==> src/rtl/dsrs_pkg.sv <==
// ----------------------------------------------------------------------------
// dsrs_pkg
// Types and codes shared by the disk seek request scheduler.
// ----------------------------------------------------------------------------
package dsrs_pkg;

    localparam int unsigned TRACK_W = 16;
    localparam int unsigned IDENT_W = 16;

    // operation codes
    localparam logic OP_ADD   = 1'b0;
    localparam logic OP_GRANT = 1'b1;

    // status codes
    localparam logic [1:0] ST_ADDED   = 2'd0;
    localparam logic [1:0] ST_GRANTED = 2'd1;
    localparam logic [1:0] ST_EMPTY   = 2'd2;
    localparam logic [1:0] ST_FULL    = 2'd3;

    // policy codes
    localparam logic [2:0] MODE_FIFO  = 3'd0;
    localparam logic [2:0] MODE_SSTF  = 3'd1;
    localparam logic [2:0] MODE_LOOK  = 3'd2;
    localparam logic [2:0] MODE_CLOOK = 3'd3;
    localparam logic [2:0] MODE_FLOOK = 3'd4;

    // one queue entry as it moves along the row of cells
    typedef struct packed {
        logic [IDENT_W-1:0] ident;
        logic [TRACK_W-1:0] track;
        logic               batch;
    } t_entry;

    // input word
    typedef struct packed {
        logic               operation;
        logic [IDENT_W-1:0] request_id;
        logic [TRACK_W-1:0] request_track;
        logic [TRACK_W-1:0] head_position;
    } t_req;

    // result word
    typedef struct packed {
        logic [1:0]         status;
        logic [IDENT_W-1:0] granted_id;
        logic [TRACK_W-1:0] granted_track;
        logic               sweep_up;
    } t_rsp;

    // control from the sequencer to every cell
    typedef struct packed {
        logic rotate;  // all cells hand their word one place toward the head
        logic drop;    // head cell word is discarded this rotation
    } t_cell_ctl;

endpackage

==> src/rtl/dsrs_if.sv <==
// ----------------------------------------------------------------------------
// dsrs_req_if / dsrs_rsp_if / dsrs_cfg_if
// Valid/ready channels of the scheduler.
// ----------------------------------------------------------------------------
interface dsrs_req_if;
    logic            valid;
    logic            ready;
    dsrs_pkg::t_req  data;
    modport source (output valid, output data, input ready);
    modport sink   (input valid, input data, output ready);
endinterface

interface dsrs_rsp_if;
    logic            valid;
    logic            ready;
    dsrs_pkg::t_rsp  data;
    modport source (output valid, output data, input ready);
    modport sink   (input valid, input data, output ready);
endinterface

interface dsrs_cfg_if;
    logic       valid;
    logic       ready;
    logic [2:0] data;
    modport source (output valid, output data, input ready);
    modport sink   (input valid, input data, output ready);
endinterface

==> src/rtl/dsrs_cell.sv <==
// ----------------------------------------------------------------------------
// dsrs_cell
// One slot of the request row; hands its word to its neighbor on a rotate.
// ----------------------------------------------------------------------------
module dsrs_cell (
    input  logic                i_clk,
    input  dsrs_pkg::t_cell_ctl i_ctl,
    input  dsrs_pkg::t_entry    i_prev,
    output dsrs_pkg::t_entry    o_word
);

    dsrs_pkg::t_entry r_word;

    // shift register stage, no reset needed on payload
    always_ff @(posedge i_clk) begin
        if (i_ctl.rotate) begin
            r_word <= i_prev;
        end
    end

    assign o_word = r_word;

endmodule

==> src/rtl/disk_seek_request_scheduler.sv <==
// ----------------------------------------------------------------------------
// disk_seek_request_scheduler
// Request queue with FIFO, SSTF, LOOK, CLOOK and FLOOK grant policies.
// ----------------------------------------------------------------------------
// The queue is a circular row of QUEUE_DEPTH cells; the oldest request sits
// in the head cell. Every operation walks the row in passes of QUEUE_DEPTH
// rotations, so the cells are realigned after each pass. An add is one pass
// that drops the new word in at the tail slot. A grant is a batch presence
// pass, one scan pass through the single comparator at the head cell (a
// second pass when LOOK or FLOOK has to reverse), and one removal pass that
// closes the gap behind the chosen entry. A dropped add or a grant on an
// empty queue goes straight to the result. One item is in work at a time; a
// new word is taken only once the previous result has been accepted, or is
// being accepted in the same cycle.
module disk_seek_request_scheduler #(
    parameter int unsigned QUEUE_DEPTH = 64
) (
    input  logic       i_clk,
    input  logic       i_rst_n,
    dsrs_req_if.sink   req,
    dsrs_rsp_if.source rsp,
    dsrs_cfg_if.sink   cfg
);

    localparam int unsigned IW = $clog2(QUEUE_DEPTH);
    localparam int unsigned CW = $clog2(QUEUE_DEPTH + 1);
    localparam logic [CW-1:0] DEPTH_C = CW'(QUEUE_DEPTH);
    localparam logic [CW-1:0] LAST_C  = CW'(QUEUE_DEPTH - 1);

    typedef enum logic [2:0] {
        S_IDLE, S_ADD, S_PRE, S_SCAN, S_REMOVE, S_OUT
    } t_state;

    t_state                  r_state;
    logic [2:0]              r_mode;
    logic [CW-1:0]           r_count;
    logic [CW-1:0]           r_step;
    logic                    r_active;
    logic                    r_dir;
    logic                    r_any;      // active batch has entries
    logic                    r_op;
    logic [dsrs_pkg::IDENT_W-1:0] r_id;
    logic [dsrs_pkg::TRACK_W-1:0] r_trk;
    logic [dsrs_pkg::TRACK_W-1:0] r_head;
    // scan results
    logic                    r_found;
    logic [IW-1:0]           r_best;
    logic [dsrs_pkg::TRACK_W-1:0] r_best_d;
    logic                    r_up_found;
    logic [IW-1:0]           r_up;
    logic [dsrs_pkg::TRACK_W-1:0] r_up_d;
    logic [IW-1:0]           r_low;
    logic [dsrs_pkg::TRACK_W-1:0] r_low_t;
    logic [IW-1:0]           r_sel;
    dsrs_pkg::t_entry        r_gnt;
    logic                    r_ovalid;
    dsrs_pkg::t_rsp          r_rsp;

    dsrs_pkg::t_cell_ctl     ctl;
    dsrs_pkg::t_entry        w_cell [QUEUE_DEPTH];
    dsrs_pkg::t_entry        head_in;
    dsrs_pkg::t_entry        w_head;

    assign w_head = w_cell[0];

    // row of cells; the tail cell is fed from the head cell, a new word or the cell behind the head
    for (genvar g = 0; g < QUEUE_DEPTH; g++) begin : g_cell
        dsrs_pkg::t_entry w_prev;
        if (g == QUEUE_DEPTH - 1) begin : g_tail
            assign w_prev = head_in;
        end else begin : g_mid
            assign w_prev = w_cell[g + 1];
        end
        dsrs_cell u_cell (
            .i_clk  (i_clk),
            .i_ctl  (ctl),
            .i_prev (w_prev),
            .o_word (w_cell[g])
        );
    end

    wire [IW-1:0] pos = r_step[IW-1:0];
    wire [CW-1:0] pos_c = r_step;
    wire in_q = pos_c < r_count;
    wire [dsrs_pkg::TRACK_W-1:0] t = w_head.track;
    wire [dsrs_pkg::TRACK_W-1:0] d_abs = (t >= r_head) ? t - r_head : r_head - t;
    wire is_flook = r_mode == dsrs_pkg::MODE_FLOOK;
    wire is_look = r_mode == dsrs_pkg::MODE_LOOK || is_flook;
    wire elig = in_q && (!is_flook || w_head.batch == r_active) &&
                (r_dir ? t >= r_head : t <= r_head);

    // tail cell input: recirculated head word, a new word, or the head's successor to close the gap
    always_comb begin
        head_in = w_head;
        ctl.rotate = 1'b0;
        ctl.drop = 1'b0;
        case (r_state)
            S_ADD: begin
                ctl.rotate = 1'b1;
                if (pos_c == r_count) begin
                    head_in.ident = r_id;
                    head_in.track = r_trk;
                    head_in.batch = ~r_active;
                end
            end
            S_PRE, S_SCAN: ctl.rotate = 1'b1;
            S_REMOVE: begin
                ctl.rotate = 1'b1;
                ctl.drop = pos == r_sel;
                // from the chosen slot on, each slot takes its successor
                if (pos >= r_sel) head_in = w_cell[1];
            end
            default: ;
        endcase
    end

    assign req.ready = r_state == S_IDLE && (!r_ovalid || rsp.ready);
    assign cfg.ready = r_state == S_IDLE;

    // sequencer; every pass is QUEUE_DEPTH rotations so cells realign
    always_ff @(posedge i_clk) begin
        if (!i_rst_n) begin
            r_state  <= S_IDLE;
            r_mode   <= dsrs_pkg::MODE_FIFO;
            r_count  <= '0;
            r_active <= 1'b0;
            r_dir    <= 1'b1;
            r_ovalid <= 1'b0;
            r_step   <= '0;
        end else begin
            if (r_state == S_OUT) r_ovalid <= 1'b1;
            else if (rsp.ready) r_ovalid <= 1'b0;
            case (r_state)
                S_IDLE: begin
                    if (cfg.valid) r_mode <= cfg.data;
                    if (req.valid && req.ready) begin
                        r_op   <= req.data.operation;
                        r_id   <= req.data.request_id;
                        r_trk  <= req.data.request_track;
                        r_head <= req.data.head_position;
                        r_step <= '0;
                        r_any  <= 1'b0;
                        r_found <= 1'b0;
                        r_up_found <= 1'b0;
                        if (req.data.operation == dsrs_pkg::OP_ADD) begin
                            if (r_count == DEPTH_C) begin
                                r_rsp <= '{dsrs_pkg::ST_FULL, '0, '0, r_dir};
                                r_state <= S_OUT;
                            end else begin
                                r_state <= S_ADD;
                            end
                        end else if (r_count == '0) begin
                            r_rsp <= '{dsrs_pkg::ST_EMPTY, '0, '0, r_dir};
                            r_state <= S_OUT;
                        end else begin
                            r_state <= S_PRE;
                        end
                    end
                end
                S_ADD: begin
                    // the cell written at step==count lands at slot count
                    r_step <= r_step + 1'b1;
                    if (r_step == LAST_C) begin
                        r_count <= r_count + 1'b1;
                        r_rsp <= '{dsrs_pkg::ST_ADDED, '0, '0, r_dir};
                        r_state <= S_OUT;
                    end
                end
                S_PRE: begin
                    // batch presence pass
                    if (in_q && w_head.batch == r_active) r_any <= 1'b1;
                    r_step <= (r_step == LAST_C) ? '0 : r_step + 1'b1;
                    if (r_step == LAST_C) begin
                        if (is_flook && !(r_any ||
                            (in_q && w_head.batch == r_active)))
                            r_active <= ~r_active;
                        r_state <= S_SCAN;
                    end
                end
                S_SCAN: begin
                    // LOOK/FLOOK nearest eligible, SSTF nearest overall, CLOOK next up else lowest
                    if (is_look) begin
                        if (elig && (!r_found ||
                            (r_dir ? t - r_head : r_head - t) < r_best_d)) begin
                            r_found  <= 1'b1;
                            r_best   <= pos;
                            r_best_d <= r_dir ? t - r_head : r_head - t;
                        end
                    end else if (r_mode == dsrs_pkg::MODE_SSTF) begin
                        if (in_q && (pos == '0 || d_abs < r_best_d)) begin
                            r_best   <= pos;
                            r_best_d <= d_abs;
                        end
                    end
                    if (in_q && t >= r_head && (!r_up_found || t - r_head < r_up_d)) begin
                        r_up_found <= 1'b1;
                        r_up <= pos;
                        r_up_d <= t - r_head;
                    end
                    if (in_q && (pos == '0 || t < r_low_t)) begin
                        r_low <= pos;
                        r_low_t <= t;
                    end
                    r_step <= (r_step == LAST_C) ? '0 : r_step + 1'b1;
                    if (r_step == LAST_C) begin
                        if (is_look && !r_found && !elig) begin
                            r_dir <= ~r_dir;   // reverse and scan again
                        end else begin
                            case (r_mode)
                                dsrs_pkg::MODE_SSTF:
                                    r_sel <= (in_q && d_abs < r_best_d) ? pos : r_best;
                                dsrs_pkg::MODE_LOOK, dsrs_pkg::MODE_FLOOK:
                                    r_sel <= (elig && (!r_found ||
                                        (r_dir ? t - r_head : r_head - t) < r_best_d))
                                        ? pos : r_best;
                                dsrs_pkg::MODE_CLOOK:
                                    if (in_q && t >= r_head &&
                                        (!r_up_found || t - r_head < r_up_d))
                                        r_sel <= pos;
                                    else if (r_up_found)
                                        r_sel <= r_up;
                                    else if (in_q && t < r_low_t)
                                        r_sel <= pos;
                                    else
                                        r_sel <= r_low;
                                default: r_sel <= '0;
                            endcase
                            r_state <= S_REMOVE;
                        end
                    end
                end
                S_REMOVE: begin
                    if (ctl.drop) r_gnt <= w_head;
                    r_step <= r_step + 1'b1;
                    if (r_step == LAST_C) begin
                        r_count <= r_count - 1'b1;
                        r_rsp <= '{dsrs_pkg::ST_GRANTED,
                                   ctl.drop ? w_head.ident : r_gnt.ident,
                                   ctl.drop ? w_head.track : r_gnt.track, r_dir};
                        r_state <= S_OUT;
                    end
                end
                S_OUT: begin
                    r_state  <= S_IDLE;
                end
                default: r_state <= S_IDLE;
            endcase
        end
    end

    assign rsp.valid = r_ovalid;
    assign rsp.data  = r_rsp;

endmodule

==> src/flat_wrapper.sv <==
// flat-port wrapper written by rule: the top's interface ports become plain ports
module disk_seek_request_scheduler_flat 
#(
    parameter int unsigned QUEUE_DEPTH = 64
)
  (i_clk, i_rst_n, req_valid, req_data, req_ready, rsp_valid, rsp_data, rsp_ready, cfg_valid, cfg_data, cfg_ready);
  dsrs_req_if req_i ();
  dsrs_rsp_if rsp_i ();
  dsrs_cfg_if cfg_i ();
  input  logic i_clk;
  input  logic i_rst_n;
  input wire logic [$bits(req_i.valid)-1:0] req_valid;
  input wire logic [$bits(req_i.data)-1:0] req_data;
  output wire logic [$bits(req_i.ready)-1:0] req_ready;
  output wire logic [$bits(rsp_i.valid)-1:0] rsp_valid;
  output wire logic [$bits(rsp_i.data)-1:0] rsp_data;
  input wire logic [$bits(rsp_i.ready)-1:0] rsp_ready;
  input wire logic [$bits(cfg_i.valid)-1:0] cfg_valid;
  input wire logic [$bits(cfg_i.data)-1:0] cfg_data;
  output wire logic [$bits(cfg_i.ready)-1:0] cfg_ready;
  assign req_i.valid = req_valid;
  assign req_i.data = req_data;
  assign req_ready = req_i.ready;
  assign rsp_valid = rsp_i.valid;
  assign rsp_data = rsp_i.data;
  assign rsp_i.ready = rsp_ready;
  assign cfg_i.valid = cfg_valid;
  assign cfg_i.data = cfg_data;
  assign cfg_ready = cfg_i.ready;
  disk_seek_request_scheduler #(.QUEUE_DEPTH(QUEUE_DEPTH)) u_core (.i_clk(i_clk), .i_rst_n(i_rst_n), .req(req_i), .rsp(rsp_i), .cfg(cfg_i));
endmodule
==> config.mk <==
export PLATFORM = sky130hd
export DESIGN_NAME = disk_seek_request_scheduler_flat
export DESIGN_NICKNAME = d
export VERILOG_FILES = /design/src/rtl/dsrs_pkg.sv /design/src/rtl/dsrs_if.sv /design/src/rtl/dsrs_cell.sv /design/src/rtl/disk_seek_request_scheduler.sv /design/src/flat_wrapper.sv
export SDC_FILE = /design/constraint.sdc
export NUM_CORES = 2
export LEC_CHECK = 0
export ABC_CLOCK_PERIOD_IN_PS = 49500
export BUFFER_PORTS_ARGS = -buffer_cell sky130_fd_sc_hd__clkbuf_2
export CELL_PAD_IN_SITES_DETAIL_PLACEMENT = 1
export CELL_PAD_IN_SITES_GLOBAL_PLACEMENT = 1
export CORE_ASPECT_RATIO = 0.75
export CORE_UTILIZATION = 45
export DETAILED_ROUTE_END_ITERATION = 10
export HOLD_SLACK_MARGIN = 0.1
export PLACE_DENSITY = 0.65
export SYNTH_ARGS = -nofsm -noshare
export SYNTH_HDL_FRONTEND = slang
export SYNTH_HIERARCHICAL = 1
export SYNTH_SLANG_ARGS = --single-unit
==> constraint.sdc <==
create_clock -name i_clk -period 49.5 [get_ports i_clk]
set_clock_uncertainty 0.2 [all_clocks]
set_input_delay 2.475 -clock i_clk [delete_from_list [all_inputs] [get_ports i_clk]]
set_output_delay 2.475 -clock i_clk [all_outputs]
set_load 0.005 [all_outputs]
# Yosys cells after proc, flatten, opt, wreduce, memory -nomap -nowiden
# Index checks and enable logic that the tools add are counted.
dict set report op_classes {
  n_addsub 5
  magnitude_cmp 8
  n_eq_ne 28
  muxes 55
  n_bitwise 3
  n_reduce_logical 61
}
# operator n
set op_table {}
lappend op_table {{$mux W35} 6}
lappend op_table {{$mux W16} 8}
lappend op_table {{$pmux W35 S3} 1}
lappend op_table {{$mux W33} 2}
lappend op_table {{$pmux W33 S2} 1}
lappend op_table {{$lt A16 B16 Y1} 4}
lappend op_table {{$mux W6} 8}
lappend op_table {{$sub A16 B16 Y16} 2}
lappend op_table {{$mux W7} 4}
lappend op_table {{$mux W3} 8}
lappend op_table {{$pmux W7 S3} 1}
lappend op_table {{$reduce_and A3 Y1} 7}
lappend op_table {{$ne A2 B1 Y1 const B} 10}
lappend op_table {{$pmux W6 S3} 1}
lappend op_table {{$ge A16 B16 Y1} 1}
lappend op_table {{$le A16 B16 Y1} 1}
lappend op_table {{$reduce_and A4 Y1} 4}
lappend op_table {{$logic_and A1 B1 Y1} 15}
lappend op_table {{$reduce_and A5 Y1} 3}
lappend op_table {{$add A7 B1 Y7 const B} 2}
lappend op_table {{$pmux W7 S2} 1}
lappend op_table {{$eq A3 B2 Y1 const B} 4}
lappend op_table {{$pmux W3 S4} 1}
lappend op_table {{$reduce_bool A2 Y1} 6}
lappend op_table {{25 further kinds} 59}
dict set report word_totals {
  regBits 2325
  input_bits 57
  output_inout_bits 38
  word_cells 378
}

# Longest topological paths before layout
dict set report depth {
  word_depth 10
  depth_mapped 22
  ltp_nobuf 21
}

# By module
# Netlist, hierarchy kept.
# module n_inst cells_each area_each_um2 seq_area_each_um2
set modules_own_cells {}
lappend modules_own_cells {dsrs_cell 64 33 991.0 991.0}
lappend modules_own_cells {disk_seek_request_scheduler 1 1264 13130.1 6165.9}

# Worst setup path after synthesis
# OpenSTA, ideal clock, no wires.
dict set report synth_path {
  path_kind {reg2reg}
  from {reg u_core.r_state[1]}
  to {reg u_core.r_step[0] (netlist: u_core/pos_c[0])}
  setup_ns 0.171
  arrival_time_ns 44.036
  required_ns 49.129
  slack_ns 5.092
  path_stages_with_launch 8
  n_path_buf 1
  synth_period_minus_slack_ns 44.408
  cell_sequence {dfxtp_1 clkbuf_1 o21ai_0 nand2_1 inv_1 a21oi_1 o21ai_1 nor2_1}
}
dict set report synth_via {
  elab_chain_len 5
}
# item line_no
set synth_lines {}
lappend synth_lines {{start, declared} disk_seek_request_scheduler.sv:34} ;# t_state r_state;
lappend synth_lines {{start signal, assigned} disk_seek_request_scheduler.sv:123} ;# r_state <= S_IDLE;
lappend synth_lines {{start signal, assigned} disk_seek_request_scheduler.sv:148} ;# r_state <= S_OUT;
lappend synth_lines {{start signal, assigned} disk_seek_request_scheduler.sv:150} ;# r_state <= S_ADD;
lappend synth_lines {{$logic_not A3 Y1} {disk_seek_request_scheduler.sv:117, disk_seek_request_scheduler.sv:133}}
lappend synth_lines {{$logic_and A1 B1 Y1} disk_seek_request_scheduler.sv:117} ;# assign req.ready = r_state == S_IDLE && (!r_ovalid || rsp.ready);
lappend synth_lines {{$logic_and A1 B1 Y1} disk_seek_request_scheduler.sv:136} ;# if (req.valid && req.ready) begin
lappend synth_lines {{$ne A2 B1 Y1 (no source line)} n/a}
lappend synth_lines {{$reduce_and A2 Y1 (no source line)} n/a}
lappend synth_lines {{end signal, assigned} disk_seek_request_scheduler.sv:162} ;# r_step <= r_step + 1'b1;
lappend synth_lines {{end signal, assigned} disk_seek_request_scheduler.sv:172} ;# r_step <= (r_step == LAST_C) ? '0 : r_step + 1'b1;
lappend synth_lines {{end signal, assigned} disk_seek_request_scheduler.sv:204} ;# r_step <= (r_step == LAST_C) ? '0 : r_step + 1'b1;
lappend synth_lines {{end, declared} disk_seek_request_scheduler.sv:37} ;# logic [CW-1:0] r_step;
# Parallel ways exist; a longest one is shown, timed or not.
# A chain may end at the register's enable or synchronous reset.

# Worst setup path after layout
dict set report layout_path {
  from {reg u_core.g_cell[0].u_cell.r_word (netlist bit u_core/g_cell[0].u_cell/o_word[1])}
  to {reg u_core/r_best_d[13] (netlist name), enable pin}
}
dict set report layout_via {
  elab_chain_len 7
}
# item line_no
set layout_lines {}
lappend layout_lines {{start, declared} dsrs_cell.sv:12} ;# dsrs_pkg::t_entry r_word;
lappend layout_lines {{start signal, assigned} dsrs_cell.sv:17} ;# r_word <= i_prev;
lappend layout_lines {{$sub A16 B16 Y16 or $ge A16 B16 Y1 (tied branches)} {disk_seek_request_scheduler.sv:86, disk_seek_request_scheduler.sv:184, disk_seek_request_scheduler.sv:90}}
lappend layout_lines {{$mux W16 (on tied branches)} {disk_seek_request_scheduler.sv:184, disk_seek_request_scheduler.sv:86}}
lappend layout_lines {{$lt A16 B16 Y1 (on tied branches)} {disk_seek_request_scheduler.sv:184, disk_seek_request_scheduler.sv:190}}
lappend layout_lines {{$logic_or A1 B1 Y1 (on tied branches)} {disk_seek_request_scheduler.sv:183, disk_seek_request_scheduler.sv:190}}
lappend layout_lines {{$logic_and A1 B1 Y1 (on tied branches)} {disk_seek_request_scheduler.sv:183, disk_seek_request_scheduler.sv:190}}
lappend layout_lines {{$ne A2 B2 Y1 (no source line) or $reduce_bool A2 Y1 (tied branches)} n/a}
lappend layout_lines {{$reduce_and A5 Y1 (no source line) *} n/a}
lappend layout_lines {{end signal, assigned} disk_seek_request_scheduler.sv:187} ;# r_best_d <= r_dir ? t - r_head : r_head - t;
lappend layout_lines {{end signal, assigned} disk_seek_request_scheduler.sv:192} ;# r_best_d <= d_abs;
lappend layout_lines {{end, declared} disk_seek_request_scheduler.sv:48} ;# logic [dsrs_pkg::TRACK_W-1:0] r_best_d;
# Every way passes the cells marked *; elsewhere a longest branch is shown, timed or not.

==> out/metrics.yaml <==
outcome: "finished with violations"
violations: "design-rule violations"
finalSetupViolCount: 0
relSlewSlack: 0.1677
die_x_um: 478.2
crit_path_end_kind: "flop"
drtAntennaViolNets: 0
grt_pass1_wl_um: 190900
clockRootBuffer: "clkbuf_16"
grt_max_degree: 201
ir_worst_vdd_uv: 58.36
rr_startpoint: "u_core/g_cell[0].u_cell/o_word[1]"
clk_pin_slew_ps: 60
antenna_found_initial: 8
fillers: 14710
pwr-share-seq: 0.614
r2r_end: "u_core/r_best_d[13]"
synth_area_um2: 76550
die_h_um: 359.2
post_cts_buffers: 0
clock.fmax_mhz: 162.5
clk_latency_ps: 820
start_kind: "flop"
crit_buf_inv: 2
switchingPower_mw: 1.774
p_int_mw: 4.794
cp_cell_sequence: "inv_1, ha_1, inv_1, fa_1, a211oi_2, o211ai_2, nand3_1, nand3_2, mux2i_1, xnor2_1, ha_1, a2111oi_0, o21ai_0, a31o_2, a211o_1, a21oi_1, o2111a_1"
syn_area_per_cell_um2: 22.68
pwr-share-comb: 0.147
rsz0062_at_grt: "false"
cts_max_path_buffers: 3
layout_common_cells: "edfxtp_1 (2302), clkbuf_16 (206), nand2_1 (145)"
worstPathRequired_ps: 49740
synthToLayoutAreaGrowth_pct: 13.18
synth.net_count: 3546
fin_crit_ps: 6153
setup_slack_ps: 43350
dr.pass1.iters: 8
hp-start: "u_core/g_cell[19].u_cell/o_word[6]"
gr-total-overflow: 0
clkPwrFrac: 0.239
vias: 30150
clkSinkCount: 2325
worst_pin_slew_ps: 1240
cts-resized-gates: 0
place_congestion: 0.8040
initialDrtViolationCount: 2523
min_to: "u_core/g_cell[18].u_cell/o_word[6]"
synth_warnings: 6
min_path_cells: 0
finalNetCount: 3827
portBuffers: 94
grtUsageTotal: 0.1476
final_layout_size_suffix_gt1_frac: 0.1264
fin_area_um2: 86640
max-cap-violations: 0
routed_via_density: 4.963
path_class: "flop to flop"
holdWs_ps: 195.2
power_density_nw_per_um2: 75.81
worstPathArrival_ps: 6390
core_area_um2: 168200
rr_worst_depth: 17
period_share: 0.1243
h-tree-depth: 4
worst_path_largest_cell_delay_ps: 760
initial_core_util: 0.4551
hold_viol: 0
dpl_cell_area_um2: 79930
grt_pass1_vias: 30590
hold_buffers: 0
syn_inst: 3375
place_hpwl_um: 70940
wl_per_cell_um: 20.67
cpLargestDelayFamily: "compound AO/OA/AOI/OAI gates"
path_max_fanout: 24
reg2reg_slack_ps: 43350
p_sw_frac: 0.2701
cellLeakagePower_nw: 29.32
slowest_stage: "o2111a_1"
die_area_um2: 171800
drc_errors: 6
cts_tree: "built"
final_common_cell: "edfxtp_1"
preCtsSetupSlack_ps: 43260
numCtsBuffers: 206
rows: 130
pin_count: 95
setup_tns_ps: 0
hold_path.class: "flop to flop"
wl_um: 125600
final_max_slew_viol_count: 0
==> layout make-up <==
cell class	instances	area, um2	area share
Timing Repair Buffer	129	783.3	0.009040
Tap cell	2244	2808	0.03241
Multi-Input combinational cell	872	6291	0.07261
Sequential cell	2325	69590	0.8032
Inverter	122	465.4	0.005372
Clock buffer	259	5354	0.06180
Clock inverter	122	1346	0.01554
Antenna cell	2	5.005	0.00005777
==> how the worst max path moves through the flow <==
stage                                           start             endpoint  slack, ps  cells after the start
finish              u_core/g_cell[0].u_cell/o_word[1]  u_core/r_best_d[13]      43350                     17
global route        u_core/g_cell[0].u_cell/o_word[1]   u_core/r_best_d[3]      42750                     17
CTS                 u_core/g_cell[0].u_cell/o_word[1]  u_core/r_best_d[13]      43210                     18
detailed placement  u_core/g_cell[0].u_cell/o_word[1]   u_core/r_best_d[7]      43260                     18
global placement    u_core/g_cell[0].u_cell/o_word[1]  u_core/r_best_d[14]      43540                     17
floorplan                           u_core/r_state[1]      u_core/pos_c[0]       5090                      7
==> layer usage <==
metal	vias to the layer above	wire [um]	global-route usage
li1	13800	-	-
met1	15550	60930	0.2222
met2	568	55540	0.2144
met3	230	5326	0.02814
met4	0	3784	0.05515
met5	-	0	0
==> power groups by stage <==
stage | logic, mW | registers [mW] | clock network [mW]
after detailed placement | 0.985 | 4.05 | 0
after CTS | 0.983 | 4.07 | 1.62
after global routing | 1.07 | 4.15 | 1.69
final | 0.967 | 4.03 | 1.57
after floorplan | 0.645 | 5.53 | 0
after global placement | 0.956 | 4.02 | 0
==> flip-flops by register name, indices dropped and copies added, names as in the netlist, 3 cells and up <==
| register | count |
|---|---|
| u_core/pos_c | 7 |
| u_core/r_low_t | 16 |
| u_core/r_trk | 16 |
| u_core/r_up | 6 |
| u_core/r_sel | 6 |
| u_core/r_up_d | 16 |
| u_core/r_low | 6 |
| u_core/r_gnt | 32 |
| u_core/r_head | 16 |
| u_core/r_best_d | 16 |
| u_core/g_cell.u_cell/o_word | 2112 |
| u_core/r_count | 7 |
| u_core/r_mode | 3 |
| u_core/rsp.data | 35 |
| u_core/r_id | 16 |
| u_core/r_best | 6 |
| u_core/r_state | 3 |
==> metrics by stage <==
step           cells  total power, mW  utilization
5_1_grt         6074            6.910       0.5151
3_3_place_gp    5692            4.974       0.4753
3_5_place_dp    5692            5.039       0.4753
2_1_floorplan   3375            6.175            -
4_1_cts         6073            6.672       0.5151
6_report        6075            6.568       0.5151
No activity file was read; power rests on OpenSTA's default activity.
